### config.mk
export PLATFORM = sky130hd
export DESIGN_NAME = htsd_back
export DESIGN_NICKNAME = d
export VERILOG_FILES = /design/src/design/htsd_pkg.sv /design/src/design/htsd_back.sv
export VERILOG_INCLUDE_DIRS = /design/src /design/src/design
export SDC_FILE = /design/constraint.sdc
export NUM_CORES = 1
export LEC_CHECK = 0
export ABC_AREA = 1
export BUFFER_PORTS_ARGS = -buffer_cell sky130_fd_sc_hd__buf_2
export CAP_MARGIN = 30
export CELL_PAD_IN_SITES_DETAIL_PLACEMENT = 0
export CELL_PAD_IN_SITES_GLOBAL_PLACEMENT = 1
export CORE_ASPECT_RATIO = 1.1
export CORE_MARGIN = 10
export CORE_UTILIZATION = 39
export DETAILED_ROUTE_END_ITERATION = 6
export PLACE_DENSITY = 0.82
export SYNTH_ARGS = -nofsm -noshare
export SYNTH_HDL_FRONTEND = slang
export SYNTH_SLANG_ARGS = --single-unit
### constraint.sdc
create_clock -name aclk -period 2.9 [get_ports aclk]
set_clock_uncertainty 0.1 [all_clocks]
set_input_delay 0.725 -clock aclk [delete_from_list [all_inputs] [get_ports aclk]]
set_output_delay 0.725 -clock aclk [all_outputs]
set_load 0.01 [all_outputs]
### src/design/huffman_tree_stream_decoder_assert.svh
// ----------------------------------------------------------------------------
// Assertion macros for the Huffman tree stream decoder
// Shared forms of the concurrent checks used in the RTL.
// ----------------------------------------------------------------------------
`ifndef HUFFMAN_TREE_STREAM_DECODER_ASSERT_SVH
`define HUFFMAN_TREE_STREAM_DECODER_ASSERT_SVH

// Same-cycle implication, disabled while reset is asserted
`define HTSD_ASSERT_IMPL(lbl, clk, rstn, ante, cons, msg) \
    lbl: assert property (@(posedge clk) disable iff (!(rstn)) (ante) |-> (cons)) \
        else $error(msg);

// Next-cycle implication, disabled while reset is asserted
`define HTSD_ASSERT_NEXT(lbl, clk, rstn, ante, cons, msg) \
    lbl: assert property (@(posedge clk) disable iff (!(rstn)) (ante) |=> (cons)) \
        else $error(msg);

`endif

### src/design/htsd_pkg.sv
`timescale 1ns / 1ps
// ----------------------------------------------------------------------------
// htsd_pkg
// Types, constants and helpers shared by the Huffman stream decoder.
// ----------------------------------------------------------------------------
package htsd_pkg;

    localparam int IDX_W    = 9;
    localparam int NODE_W   = 19;
    localparam int LEAF_BIT = 18;

    // File phase, advanced once per byte
    typedef enum logic [2:0] {
        PH_COUNT,
        PH_PAD,
        PH_TREE,
        PH_BODY,
        PH_DISCARD
    } phase_t;

    // Back-end sequencer states
    typedef enum logic [2:0] {
        ST_IDLE,
        ST_TREE,
        ST_POP,
        ST_BODY,
        ST_END
    } state_t;

    // One queued input byte
    typedef struct packed {
        logic       fin;
        logic [7:0] data;
    } q_item_t;

    // One result transfer
    typedef struct packed {
        logic [7:0] sym;
        logic       valid;
        logic       last;
        logic       done;
        logic       err;
    } res_t;

    // Number of trailing ones of the padding mask (0 to 8)
    function automatic logic [3:0] pad_count(input logic [7:0] mask);
        logic [3:0] n;
        logic       run;
        n   = 4'd0;
        run = 1'b1;
        for (int i = 0; i < 8; i++) begin
            if (run && mask[i]) begin
                n = n + 4'd1;
            end else begin
                run = 1'b0;
            end
        end
        return n;
    endfunction

endpackage

### src/design/htsd_back.sv
`timescale 1ns / 1ps
`include "huffman_tree_stream_decoder_assert.svh"
// ----------------------------------------------------------------------------
// htsd_back
// Bit sequencer: builds the node table from the header tree, walks it over
// the body bits and drives the result register.
// ----------------------------------------------------------------------------
module htsd_back
    import htsd_pkg::*;
#(
    parameter int NODE_DEPTH  = 512,
    parameter int STACK_DEPTH = 256
) (
    input  logic                           aclk,
    input  logic                           aresetn,
    input  logic                           q_valid,
    input  q_item_t                        q_item,
    output logic                           q_ready,
    output logic                           node_we,
    output logic [$clog2(NODE_DEPTH)-1:0]  node_waddr,
    output logic [NODE_W-1:0]              node_wdata,
    output logic                           node_re,
    output logic [$clog2(NODE_DEPTH)-1:0]  node_raddr,
    input  logic [NODE_W-1:0]              node_rdata,
    output logic                           stack_we,
    output logic [$clog2(STACK_DEPTH)-1:0] stack_waddr,
    output logic [IDX_W-1:0]               stack_wdata,
    output logic                           stack_re,
    output logic [$clog2(STACK_DEPTH)-1:0] stack_raddr,
    input  logic [IDX_W-1:0]               stack_rdata,
    output logic                           m_tvalid,
    input  logic                           m_tready,
    output logic [7:0]                     m_tdata,
    output logic [2:0]                     m_tuser,
    output logic                           m_tlast
);

    localparam int NAW = $clog2(NODE_DEPTH);
    localparam int NCW = $clog2(NODE_DEPTH + 1);
    localparam int SAW = $clog2(STACK_DEPTH);
    localparam int SCW = $clog2(STACK_DEPTH + 1);

    state_t              state_reg, state_next;
    phase_t              phase_reg, phase_next;
    logic [7:0]          byte_reg, byte_next;
    logic                fin_reg, fin_next;
    logic [2:0]          pos_reg, pos_next;
    logic [3:0]          nbits_reg, nbits_next;
    logic [3:0]          pad_low_reg, pad_low_next;
    logic [7:0]          sym_reg, sym_next;
    logic [3:0]          sym_left_reg, sym_left_next;
    logic [SCW-1:0]      stack_cnt_reg, stack_cnt_next;
    logic [NCW-1:0]      nodes_reg, nodes_next;
    logic [IDX_W-1:0]    top_idx_reg, top_idx_next;
    logic [NODE_W-1:0]   top_word_reg, top_word_next;
    logic [NODE_W-1:0]   root_word_reg, root_word_next;
    logic [NODE_W-1:0]   walk_word_reg, walk_word_next;
    logic                rd_pend_reg, rd_pend_next;
    logic                pend_valid_reg, pend_valid_next;
    logic [7:0]          pend_sym_reg, pend_sym_next;
    logic                st_req_reg, st_req_next;
    logic                st_done_reg, st_done_next;
    logic                st_err_reg, st_err_next;
    res_t                out_reg, out_next;
    logic                out_valid_reg, out_valid_next;

    logic                out_free;
    logic [SCW-1:0]      cnt_m1, cnt_m2;
    logic                bit_in;
    logic [7:0]          sym_new;
    logic                adv, err, tdone, stall;
    logic [NODE_W-1:0]   cur;
    logic [IDX_W-1:0]    child;

    assign out_free = !out_valid_reg || m_tready;
    assign cnt_m1   = stack_cnt_reg - SCW'(1);
    assign cnt_m2   = stack_cnt_reg - SCW'(2);
    assign bit_in   = byte_reg[pos_reg];
    assign sym_new  = {sym_reg[6:0], bit_in};

    assign m_tvalid = out_valid_reg;
    assign m_tdata  = out_reg.sym;
    assign m_tuser  = {out_reg.err, out_reg.done, out_reg.valid};
    assign m_tlast  = out_reg.last;

    // Sequencer: next state, memory controls and result staging
    always_comb begin
        state_next      = state_reg;
        phase_next      = phase_reg;
        byte_next       = byte_reg;
        fin_next        = fin_reg;
        pos_next        = pos_reg;
        nbits_next      = nbits_reg;
        pad_low_next    = pad_low_reg;
        sym_next        = sym_reg;
        sym_left_next   = sym_left_reg;
        stack_cnt_next  = stack_cnt_reg;
        nodes_next      = nodes_reg;
        top_idx_next    = top_idx_reg;
        top_word_next   = top_word_reg;
        root_word_next  = root_word_reg;
        walk_word_next  = walk_word_reg;
        rd_pend_next    = rd_pend_reg;
        pend_valid_next = pend_valid_reg;
        pend_sym_next   = pend_sym_reg;
        st_req_next     = st_req_reg;
        st_done_next    = st_done_reg;
        st_err_next     = st_err_reg;
        out_next        = out_reg;
        out_valid_next  = out_valid_reg && !m_tready;
        q_ready         = 1'b0;
        node_we         = 1'b0;
        node_waddr      = nodes_reg[NAW-1:0];
        node_wdata      = '0;
        node_re         = 1'b0;
        node_raddr      = '0;
        stack_we        = 1'b0;
        stack_waddr     = cnt_m1[SAW-1:0];
        stack_wdata     = top_idx_reg;
        stack_re        = 1'b0;
        stack_raddr     = cnt_m2[SAW-1:0];
        adv             = 1'b0;
        err             = 1'b0;
        tdone           = 1'b0;
        stall           = 1'b0;
        cur             = walk_word_reg;
        child           = '0;

        unique case (state_reg)
            // Take the next byte and sort it by file phase
            ST_IDLE: begin
                q_ready = 1'b1;
                if (q_valid) begin
                    byte_next   = q_item.data;
                    fin_next    = q_item.fin;
                    pos_next    = 3'd7;
                    st_req_next = 1'b0;
                    state_next  = ST_END;
                    unique case (phase_reg)
                        PH_COUNT: begin
                            stack_cnt_next = '0;
                            nodes_next     = '0;
                            sym_left_next  = 4'd0;
                            sym_next       = 8'd0;
                            if (q_item.fin) begin
                                st_req_next  = 1'b1;
                                st_done_next = 1'b1;
                                st_err_next  = 1'b1;
                            end else begin
                                phase_next = PH_PAD;
                            end
                        end
                        PH_PAD: begin
                            pad_low_next = pad_count(q_item.data);
                            if (q_item.fin) begin
                                st_req_next  = 1'b1;
                                st_done_next = 1'b1;
                                st_err_next  = 1'b1;
                                phase_next   = PH_COUNT;
                            end else begin
                                phase_next = PH_TREE;
                            end
                        end
                        PH_TREE: begin
                            state_next = ST_TREE;
                        end
                        PH_BODY: begin
                            state_next = ST_BODY;
                            nbits_next = q_item.fin ? (4'd8 - pad_low_reg) : 4'd8;
                            if (q_item.fin) begin
                                st_req_next  = 1'b1;
                                st_done_next = 1'b1;
                                st_err_next  = 1'b0;
                                phase_next   = PH_COUNT;
                            end
                        end
                        default: begin
                            if (q_item.fin) begin
                                st_req_next  = 1'b1;
                                st_done_next = 1'b1;
                                st_err_next  = 1'b0;
                                phase_next   = PH_COUNT;
                            end
                        end
                    endcase
                end
            end

            // One tree bit per cycle; a join bit also waits for the stack read in ST_POP
            ST_TREE: begin
                if (sym_left_reg != 4'd0) begin
                    sym_next      = sym_new;
                    sym_left_next = sym_left_reg - 4'd1;
                    if (sym_left_reg == 4'd1) begin
                        if (nodes_reg >= NCW'(NODE_DEPTH) ||
                            stack_cnt_reg >= SCW'(STACK_DEPTH)) begin
                            err = 1'b1;
                        end else begin
                            node_we        = 1'b1;
                            node_wdata     = {1'b1, 10'd0, sym_new};
                            stack_we       = (stack_cnt_reg != '0);
                            top_idx_next   = IDX_W'(nodes_reg);
                            top_word_next  = {1'b1, 10'd0, sym_new};
                            stack_cnt_next = stack_cnt_reg + SCW'(1);
                            nodes_next     = nodes_reg + NCW'(1);
                            adv            = 1'b1;
                        end
                    end else begin
                        adv = 1'b1;
                    end
                end else if (bit_in) begin
                    sym_left_next = 4'd8;
                    sym_next      = 8'd0;
                    adv           = 1'b1;
                end else if (stack_cnt_reg == SCW'(1)) begin
                    stack_cnt_next = '0;
                    if (top_word_reg[LEAF_BIT]) begin
                        err = 1'b1;
                    end else begin
                        root_word_next = top_word_reg;
                        walk_word_next = top_word_reg;
                        tdone          = 1'b1;
                    end
                end else if (stack_cnt_reg == '0) begin
                    err = 1'b1;
                end else begin
                    stack_re   = 1'b1;
                    state_next = ST_POP;
                end
            end

            // Left child arrives from the stack; join it with the top entry
            ST_POP: begin
                if (nodes_reg >= NCW'(NODE_DEPTH)) begin
                    err = 1'b1;
                end else begin
                    node_we        = 1'b1;
                    node_wdata     = {1'b0, stack_rdata, top_idx_reg};
                    top_idx_next   = IDX_W'(nodes_reg);
                    top_word_next  = {1'b0, stack_rdata, top_idx_reg};
                    stack_cnt_next = cnt_m1;
                    nodes_next     = nodes_reg + NCW'(1);
                    adv            = 1'b1;
                end
            end

            // Body walk: resolve last read, issue the next child read
            ST_BODY: begin
                if (rd_pend_reg) begin
                    if (node_rdata[LEAF_BIT]) begin
                        if (pend_valid_reg && !out_free) begin
                            stall = 1'b1;
                        end else begin
                            if (pend_valid_reg) begin
                                out_next       = '{sym: pend_sym_reg, valid: 1'b1,
                                                   last: 1'b0, done: 1'b0, err: 1'b0};
                                out_valid_next = 1'b1;
                            end
                            pend_valid_next = 1'b1;
                            pend_sym_next   = node_rdata[7:0];
                            cur             = root_word_reg;
                        end
                    end else begin
                        cur = node_rdata;
                    end
                end
                if (!stall) begin
                    if (nbits_reg != 4'd0) begin
                        child        = bit_in ? cur[IDX_W-1:0] : cur[2*IDX_W-1:IDX_W];
                        node_re      = 1'b1;
                        node_raddr   = child[NAW-1:0];
                        rd_pend_next = 1'b1;
                        pos_next     = pos_reg - 3'd1;
                        nbits_next   = nbits_reg - 4'd1;
                    end else begin
                        rd_pend_next   = 1'b0;
                        walk_word_next = cur;
                        state_next     = ST_END;
                    end
                end
            end

            // End of byte: flush the held symbol or the status result
            ST_END: begin
                if (pend_valid_reg) begin
                    if (out_free) begin
                        out_next        = '{sym: pend_sym_reg, valid: 1'b1, last: 1'b1,
                                            done: fin_reg, err: 1'b0};
                        out_valid_next  = 1'b1;
                        pend_valid_next = 1'b0;
                        state_next      = ST_IDLE;
                    end
                end else if (st_req_reg) begin
                    if (out_free) begin
                        out_next       = '{sym: 8'd0, valid: 1'b0, last: 1'b1,
                                           done: st_done_reg, err: st_err_reg};
                        out_valid_next = 1'b1;
                        st_req_next    = 1'b0;
                        state_next     = ST_IDLE;
                    end
                end else begin
                    state_next = ST_IDLE;
                end
            end

            default: begin
                state_next = ST_IDLE;
            end
        endcase

        // Tree bit outcome
        priority if (err) begin
            st_req_next  = 1'b1;
            st_err_next  = 1'b1;
            st_done_next = fin_reg;
            phase_next   = fin_reg ? PH_COUNT : PH_DISCARD;
            state_next   = ST_END;
        end else if (tdone) begin
            if (fin_reg) begin
                st_req_next  = 1'b1;
                st_done_next = 1'b1;
                st_err_next  = 1'b0;
                phase_next   = PH_COUNT;
            end else begin
                phase_next = PH_BODY;
            end
            state_next = ST_END;
        end else if (adv) begin
            if (pos_reg == 3'd0) begin
                if (fin_reg) begin
                    st_req_next  = 1'b1;
                    st_done_next = 1'b1;
                    st_err_next  = 1'b1;
                    phase_next   = PH_COUNT;
                end
                state_next = ST_END;
            end else begin
                pos_next   = pos_reg - 3'd1;
                state_next = ST_TREE;
            end
        end else begin
            // no tree bit finished this cycle
        end
    end

    // Control registers
    always_ff @(posedge aclk) begin
        if (!aresetn) begin
            state_reg      <= ST_IDLE;
            phase_reg      <= PH_COUNT;
            pad_low_reg    <= 4'd0;
            sym_left_reg   <= 4'd0;
            stack_cnt_reg  <= '0;
            nodes_reg      <= '0;
            rd_pend_reg    <= 1'b0;
            pend_valid_reg <= 1'b0;
            st_req_reg     <= 1'b0;
            out_valid_reg  <= 1'b0;
        end else begin
            state_reg      <= state_next;
            phase_reg      <= phase_next;
            pad_low_reg    <= pad_low_next;
            sym_left_reg   <= sym_left_next;
            stack_cnt_reg  <= stack_cnt_next;
            nodes_reg      <= nodes_next;
            rd_pend_reg    <= rd_pend_next;
            pend_valid_reg <= pend_valid_next;
            st_req_reg     <= st_req_next;
            out_valid_reg  <= out_valid_next;
        end
    end

    // Payload registers
    always_ff @(posedge aclk) begin
        byte_reg      <= byte_next;
        fin_reg       <= fin_next;
        pos_reg       <= pos_next;
        nbits_reg     <= nbits_next;
        sym_reg       <= sym_next;
        top_idx_reg   <= top_idx_next;
        top_word_reg  <= top_word_next;
        root_word_reg <= root_word_next;
        walk_word_reg <= walk_word_next;
        pend_sym_reg  <= pend_sym_next;
        st_done_reg   <= st_done_next;
        st_err_reg    <= st_err_next;
        out_reg       <= out_next;
    end

    `HTSD_ASSERT_IMPL(a_stack_bound, aclk, aresetn, 1'b1, stack_cnt_reg <= SCW'(STACK_DEPTH), "build stack count past depth")
    `HTSD_ASSERT_IMPL(a_node_bound, aclk, aresetn, 1'b1, nodes_reg <= NCW'(NODE_DEPTH), "node count past depth")
    `HTSD_ASSERT_IMPL(a_idle_no_pend, aclk, aresetn, state_reg == ST_IDLE, !pend_valid_reg && !rd_pend_reg, "held symbol left over at byte fetch")
    `HTSD_ASSERT_IMPL(a_read_in_body, aclk, aresetn, rd_pend_reg, state_reg == ST_BODY, "node read outstanding outside body walk")
    `HTSD_ASSERT_NEXT(a_pop_follows, aclk, aresetn, state_reg == ST_POP, state_reg == ST_TREE || state_reg == ST_END, "pop step not resolved in one cycle")

endmodule

## After elaboration in Yosys (flattened, before gate mapping)

Index checks and enable logic that the tools add are counted.

- Add/sub/neg operators: 15
- Multipliers: 0
- Div/mod/pow operators: 0
- Order comparisons: 3
- Equality and inequality tests: 50
- Shifts and indexed selects: 0
- Multiplexer cells: 250
- Bitwise operators: 6
- Reductions and logical operators: 44

Operators by type and width:

| cell | count |
|---|---|
| $mux W18 | 10 |
| $mux W4 | 37 |
| $mux W9 | 16 |
| $mux W19 | 7 |
| $mux W1 | 107 |
| $mux W12 | 8 |
| $mux W3 | 31 |
| $pmux W19 S2 | 2 |
| $mux W10 | 6 |
| $ne A2 B2 Y1 const B | 20 |
| $ne A3 B3 Y1 const B | 13 |
| $pmux W18 S2 | 1 |
| $ne A5 B5 Y1 const B | 7 |
| $pmux W10 S3 | 1 |
| $add A4 B1 Y4 const B | 7 |
| $mux W7 | 4 |
| $pmux W9 S3 | 1 |
| $pmux W12 S2 | 1 |
| $reduce_and A8 Y1 | 3 |
| $reduce_and A7 Y1 | 3 |
| $pmux W9 S2 | 1 |
| $pmux W4 S2 | 2 |
| $pmux W3 S5 | 1 |
| $reduce_and A5 Y1 | 3 |
| other kinds (37) | 76 |

- Register bits after elaboration: 146
- Bits in latches: 0
- Bits in writable memories: 0
- Memory bits (read-only): 0
- Input bits: 41
- Output and inout port bits: 80
- Logic and storage cells: 396
- Memories: 0

## Depth between registers and ports, before layout

Gate-level depths: netlist of the first run.

- Depth in word-level cells: 36
- Mapped depth: 18
- Depth with buffers taken out: 18

## Least setup slack after synthesis of the first run

Ideal clock, no wire load.

- Kind: input port to flip-flop
- Start point: input m_tready
- End point: register out_reg, in the netlist m_tdata[0] (enable)
- Library setup time: 0.400 ns
- Data arrival time: 2.586 ns
- Required time: 2.400 ns
- Slack: -0.186 ns
- Stages on the path: 8
- Path buffers: 0
- Cells stage by stage: inv_1 > nand2_1 > nor2_1 > inv_1 > nand3_1 > nor2_1 > nor2_1 > a211oi_1

- Word-level cells in the longest chain between the ends: 5
- Elaborated cells between the ends (all ways): 6
- Those cells by class: eq/ne: 2; reduce/logical: 4

Ends and longest elaborated chain:

| what | line | text |
|---|---|---|
| start, declared | htsd_back.sv:32 | `input logic m_tready,` |
| $logic_or A1 B1 Y1 (*) | htsd_back.sv:75 | `assign out_free = !out_valid_reg \|\| m_tready;` |
| $logic_not A1 Y1 | htsd_back.sv:251 | `if (pend_valid_reg && !out_free) begin` |
| $logic_and A1 B1 Y1 | htsd_back.sv:251 |  |
| $ne A2 B2 Y1 (no source line) | n/a |  |
| $reduce_and A7 Y1 (no source line) (*) | n/a |  |
| end signal, assigned | htsd_back.sv:387 | `out_reg <= out_next;` |
| end, declared | htsd_back.sv:64 | `res_t out_reg, out_next;` |

Every way passes the cells marked *; elsewhere a longest branch is shown, timed or not.
A chain may end at the register's enable or synchronous reset.

## Worst setup path in the final report of the first run

- Start point: input m_tready
- End point: output node_raddr[0]

- Word-level cells in the longest chain between the ends: 10
- Elaborated cells between the ends (all ways): 14
- Those cells by class: mux: 11; reduce/logical: 3

Ends and longest elaborated chain:

| what | line | text |
|---|---|---|
| $logic_or A1 B1 Y1 (*) | htsd_back.sv:75 |  |
| $logic_not A1 Y1 (*) | htsd_back.sv:251 |  |
| $logic_and A1 B1 Y1 (*) | htsd_back.sv:251 |  |
| $mux W18 | htsd_back.sv:251 |  |
| $mux W18 | htsd_back.sv:250 | `if (node_rdata[LEAF_BIT]) begin` |
| $mux W18 | htsd_back.sv:249 | `if (rd_pend_reg) begin` |
| $mux W9 | htsd_back.sv:269 | `child = bit_in ? cur[IDX_W-1:0] : cur[2*IDX_W-1:IDX_W];` |
| $mux W9 | htsd_back.sv:268 | `if (nbits_reg != 4'd0) begin` |
| $mux W9 (*) | htsd_back.sv:267 | `if (!stall) begin` |
| $mux W9 (*) | htsd_back.sv:129 | `unique case (state_reg)` |
| end, declared | htsd_back.sv:23 | `output logic [$clog2(NODE_DEPTH)-1:0] node_raddr,` |

Every way passes the cells marked *; elsewhere a longest branch is shown, timed or not. The select of a mux whose other input is x is not followed.

==> results.yml, run 1 <==
finish:
  nNetsFinal: 1142
  finalNonFillerCells: 1349
  mostFrequentLayoutCells: "nand2_1 (211), inv_1 (148), buf_2 (119), nor2_1 (113), edfxtp_1 (104)"
  mostFrequentLayoutCell: "nand2_1"
  largest_reg_flops: 19
  area_growth_pct: 22.9
  nFillCells: 1955
  antenna-diode-count: 0
  drive_above_1_share_pct: 23.3
synthesis:
  ys_types: 50
  syn_avg_cell_area_um2: 8.30
  ys_warn_count: 0
  synth_seq_cells: 146
  synth-async-reset-ratio_pct: 0
  synth_top_area_share_pct: 40.1
  syn_inst: 939
  syn_area_mm2: 0.00779
  yosys.area.top_type: "edfxtp_1"
  synth-edff-count: 104
  syn-num-nets: 997
  yosysSeqAreaShare_pct: 50.9
  synth_area_leaders: "edfxtp_1 (40%), dfxtp_1 (11%), nand2_1 (10%)"
  ys.flop_type: "edfxtp_1"
detailed_routing:
  drt_pass1_iterations: 5
  drt-total-wl_um: 19900
  wire_per_inst_um: 14.8
  num_vias: 6471
  via_per_inst: 4.80
  drc: 0
  drt_iter0_drc: 396
  drt.antenna.violating_nets: 0
critical_path:
  r2r_slack_ns: 0.59
  r2r-end: "nbits_reg[0]"
  cp-start-kind: "input pin"
  max_stage_delay_ns: 0.18
  crit_top_cell: "nand2_4"
  path_class: "in -> out"
  cp.buffers_inverters: 5
  critPathSlowestCell: "nor2_1"
  worstRegToRegCells: 5
  crit_path_end_kind: "output pin"
  worstPathRequired_ns: 2.08
  critPathTopFamily: "buffers and inverters"
  crit_chain: "buf_6 > inv_4 > nand2_4 > nor2_4 > o21ai_2 > inv_2 > buf_12 > nand2_4 > o211ai_1 > o21ai_1 > nor2_1 > buf_2"
  crit_arrival_ns: 2.01
  cp_max_fo: 6
  timing.rr.start: "state_reg[2]"
sta:
  worstMarginPinSlew_ns: 0.828
  finalCriticalPeriod_ns: 2.83
  rsz0062_at_grt: "yes"
  hold_slack_ns: 0.348
  finalCritPeriodShare_pct: 97.7
  max_slew_margin_pct: 44.3
  finalSetupViolCount: 0
  hold_violations: 0
  final_max_slew_viol_count: 0
  fmaxAchievable_mhz: 353
floorplanning:
  core_mm2: 0.0197
  initial_core_util_pct: 39.5
  die_w_um: 155
  fp.dieH_um: 168
  rows: 54
  io_pins: 121
  die_area_mm2: 0.0260
power:
  power.leakage_uw: 0.00441
  ir_worst_vdd_mv: 0.456
  power.density_mw_per_mm2: 852
cts:
  root_buffer: "clkbuf_16"
  cts_made_buffers: 17
  clock_sink_count: 146
  cts_tree: "built"
  clk_path_buf_depth: 2
  clk_latency_ns: 0.43
  clk_pin_slew_worst_paths_ns: 0.06
  htree_num_levels: 4
placement:
  io_buffers: 120
  dp_cells: 1312
  gp_congestion: 0.855
  dpl.hpwl_um: 14900
grt:
  gr-max-usage-layer: "met2"
  grt_pass1_vias: 6337
  grt_max_degree: 33
  grtUsageMet3_pct: 4.28
  met2_usage_pct: 25.0
  grt-ovfl-total: 0
  grt_usage_pct: 15.1
  grt_pass1_wl_um: 32100
  antenna_found_initial: 0
  grt_use_met1_pct: 18.8
run:
  cap_violations: 0
worst_hold_path:
  min_path_type: "reg -> reg"
  hp-start: "top_word_reg[17]"
  worstHoldPathCells: 0
  hold_end: "root_word_reg[17]"
outcome:
  status: "finished clean"
==> through the flow <==
step / setup WS (ns) / TNS [ns] / cell area, µm² / total power (µW) / utilization, %
after global routing: -0.0514 / -0.0514 / 9580 / 8760 / 48.5
after global placement: -0.0462 / -0.0583 / 8850 / 6080 / 44.8
final: 0.0672 / 0 / 9580 / 8160 / 48.5
after detailed placement: -0.0626 / -0.100 / 8850 / 6110 / 44.8
after floorplan: 0.212 / 0 / 7800 / 5090 / -
after CTS: 0.0276 / 0 / 9410 / 8190 / 47.7
==> report_power, final <==
group | switching [µW] | internal, µW
logic | 2100 | 1070
registers | 251 | 2680
clock network | 930 | 1120
==> worst max-delay path by stage <==
| stage | from | to | depth (start not counted) |
|---|---|---|---|
| 5_1_grt | m_tready | node_raddr[0] | 12 |
| 3_5_place_dp | m_tready | node_raddr[5] | 12 |
| 4_1_cts | pos_reg[0] | node_raddr[2] | 9 |
| 6_report | m_tready | node_raddr[0] | 12 |
| 3_3_place_gp | m_tready | node_raddr[5] | 12 |
| 2_1_floorplan | m_tready | m_tdata[0] | 8 |
==> synth_stat cells, types with 2 or more instances <==
library cell	instances
nand3_1	40
buf_4	11
o32ai_1	6
edfxtp_1	104
nor2_4	3
nor2_2	5
dfxtp_1	42
o21ai_1	6
o21ai_2	3
o211ai_1	20
o21ai_0	53
nand2_1	214
a211oi_1	3
inv_1	152
o31ai_1	3
nand2_2	7
xnor2_1	3
nor3b_2	2
inv_2	10
buf_6	2
a21oi_1	38
ha_1	17
buf_2	9
nor4_1	2
or2_2	3
nor2_1	116
clkbuf_1	7
xor2_1	16
nand4_1	5
nor3_1	9
a31oi_1	3
buf_1	4
o22ai_1	4
==> routing by layer <==
| layer | share of wire, % | vias to the layer above | wire length [µm] |
|---|---|---|---|
| li1 | - | 3344 | - |
| met1 | 46 | 2958 | 9070 |
| met2 | 48 | 153 | 9540 |
| met3 | 5.5 | 16 | 1100 |
| met4 | 1.1 | 0 | 215 |
| met5 | 0 | - | 0 |
==> cell type report <==
| class | instances | area (µm²) | share of cell area [%] |
|---|---|---|---|
| well taps | 252 | 315 | 3.29 |
| flip-flops and latches | 146 | 3970 | 41.5 |
| inverters | 165 | 639 | 6.68 |
| clock buffers | 18 | 429 | 4.48 |
| clock inverters | 14 | 124 | 1.29 |
| repair inverters | 1 | 6.26 | 0.0653 |
| multi-input cells | 594 | 3110 | 32.5 |
| repair buffers | 159 | 983 | 10.3 |
==> repair_timing <==
| item | in CTS | in global routing |
|---|---|---|
| hold buffers | 0 | 0 |
| endpoints found under the setup margin | 8 | 18 |
| pin swaps | 0 | 10 |
| resized for setup | 5 | 36 |
| buffers inserted | 0 | 3 |
| cloned | 0 | 2 |
==> cell families after synthesis <==
kind of cell / share of synthesized area, %
AND/OR/NAND/NOR: 22.5
buffers and inverters: 10.6
AO/OA/AOI/OAI: 11.1
flip-flops: 50.9
XOR/XNOR: 2.14
adder cells (fa/ha/maj): 2.73
(Power assumes the default switching activity.)
==> inputs of run 2 (changes only) <==
--- a/config.mk
+++ b/config.mk
@@ -16,6 +16,7 @@
 export CORE_UTILIZATION = 39
 export DETAILED_ROUTE_END_ITERATION = 6
 export PLACE_DENSITY = 0.82
+export REMOVE_ABC_BUFFERS = 1
 export SYNTH_ARGS = -nofsm -noshare
 export SYNTH_HDL_FRONTEND = slang
 export SYNTH_SLANG_ARGS = --single-unit
==> results.yml, run 2 (synthesized netlist as in run 1, its figures left out) <==
outcome:
  status: "finished clean"
sta:
  max_slew_margin_pct: 48.3
  final_max_slew_viol_count: 0
  finalSetupViolCount: 0
  fmaxAchievable_mhz: 348
  finalCritPeriodShare_pct: 99.1
  rsz0062_at_grt: "yes"
  hold_violations: 0
  tns_ns: 0
  worstMarginPinSlew_ns: 0.769
  finalCriticalPeriod_ns: 2.87
  final.setup.worst_slack_ns: 0.0259
grt:
  grt_pass1_vias: 6361
  antenna_found_initial: 0
  grt_usage_pct: 15.2
  grt-ovfl-total: 0
  grt_pass1_wl_um: 32300
  grt_max_degree: 33
detailed_routing:
  wire_per_inst_um: 15.0
  drt-total-wl_um: 20300
  drt_pass1_iterations: 5
  drc: 0
  num_vias: 6493
  drt_iter0_drc: 371
  drt.antenna.violating_nets: 0
  via_per_inst: 4.78
worst_hold_path:
  worstHoldPathCells: 0
  min_path_type: "reg -> reg"
  hold_end: "root_word_reg[13]"
  hp-start: "top_word_reg[13]"
placement:
  dpl_worst_slack_ns: -0.0639
  io_buffers: 120
  dpl.hpwl_um: 15000
  gp_congestion: 0.882
finish:
  area_growth_pct: 24.4
  antenna-diode-count: 0
  drive_above_1_share_pct: 24.3
  nNetsFinal: 1151
  mostFrequentLayoutCells: "nand2_1 (210), inv_1 (147), buf_2 (120), nor2_1 (112), edfxtp_1 (104)"
  largest_reg_flops: 19
  mostFrequentLayoutCell: "nand2_1"
floorplanning:
  core_mm2: 0.0197
  die_area_mm2: 0.0260
  fp.dieH_um: 168
  io_pins: 121
  initial_core_util_pct: 39.5
  rows: 54
  die_w_um: 155
run:
  cap_violations: 0
critical_path:
  crit_path_end_kind: "output pin"
  worstRegToRegCells: 5
  timing.rr.start: "state_reg[2]"
  r2r_slack_ns: 0.69
  worstPathRequired_ns: 2.08
  cp-start-kind: "input pin"
  cp_max_fo: 8
  path_class: "in -> out"
  crit_arrival_ns: 2.05
  r2r-end: "nbits_reg[1]"
cts:
  clk_latency_ns: 0.43
  clk_path_buf_depth: 2
  cts_made_buffers: 17
  root_buffer: "clkbuf_16"
  clock_sink_count: 146
  htree_num_levels: 4
  clk_pin_slew_worst_paths_ns: 0.06
  cts_tree: "built"
  cts_hold_buf: 0
power:
  ir_worst_vdd_mv: 0.507
  total_power_uw: 8360
  power.leakage_uw: 0.00446
  power.density_mw_per_mm2: 863
==> run 2: cell types whose count changed in the layout (fill, tap and decap cells not counted), sizes merged <==
cell    previous run  this run
buf              158       168
bufinv             0         3
clkbuf            19        20
clkinv             7         4
inv              171       169
==> run 2: worst max path at each step <==
stage / startpoint / end / slack [ns] / cells after the start
5_1_grt: m_tready / node_raddr[5] / -0.06 / 13
3_5_place_dp: m_tready / node_raddr[5] / -0.06 / 12
3_3_place_gp: m_tready / node_raddr[5] / -0.01 / 12
2_1_floorplan: state_reg[2] / node_raddr[0] / -0.39 / 7
6_report: m_tready / node_raddr[5] / 0.03 / 13
4_1_cts: state_reg[2] / node_wdata[4] / 0.008 / 7
==> run 2: what timing repair did <==
item / CTS / global route
buffers inserted: 0 / 14
hold endpoints to repair: 0 / 0
cloned: 0 / 2
gates resized for setup: 11 / 45
endpoints found under the setup margin: 16 / 23
pin swaps: 0 / 21
==> run 2: power by group <==
group | leakage [µW] | switching, µW | internal (µW)
combinational | 0.00288 | 2100 | 1080
clock | 0.000288 | 894 | 1370
sequential | 0.00130 | 245 | 2680
==> run 2: metal layers <==
metal / global-route usage [%] / share of wire [%]
met3: 4.05 / 5.8
met1: 18.3 / 43
met4: 5.63 / 1.7
met2: 25.4 / 49
met5: 0 / 0
==> run 2: cell type report <==
class	instances	area (µm²)
clock buffer	19	433
clock inverter	13	170
fill	1933	10000
inverter	165	639
multi-input combinational	594	3120
sequential	146	3970
tap	252	315
timing repair buffer	169	1040
==> run 2: metrics by stage <==
step | std cells | instance area (µm²) | hold WS, ns | utilization [%]
2_1_floorplan | 905 | 7590 | 0.327 | -
3_3_place_gp | 1310 | 8790 | 0.330 | 44.6
3_5_place_dp | 1310 | 8790 | 0.335 | 44.6
4_1_cts | 1342 | 9440 | 0.347 | 47.8
5_1_grt | 1358 | 9690 | 0.363 | 49.1
6_report | 1358 | 9690 | 0.346 | 49.1
==> run 2: worst max-delay path, cell delays in order <==
cell and delay, ns:
buf_6 0.10, inv_4 0.04, nand2_4 0.05, nor2_4 0.14, inv_2 0.07, nand3_4 0.10, clkinv_4 0.09, buf_6 0.15
nand2_1 0.06, o211ai_1 0.12, o21ai_1 0.20, nor2_1 0.06, buf_2 0.14
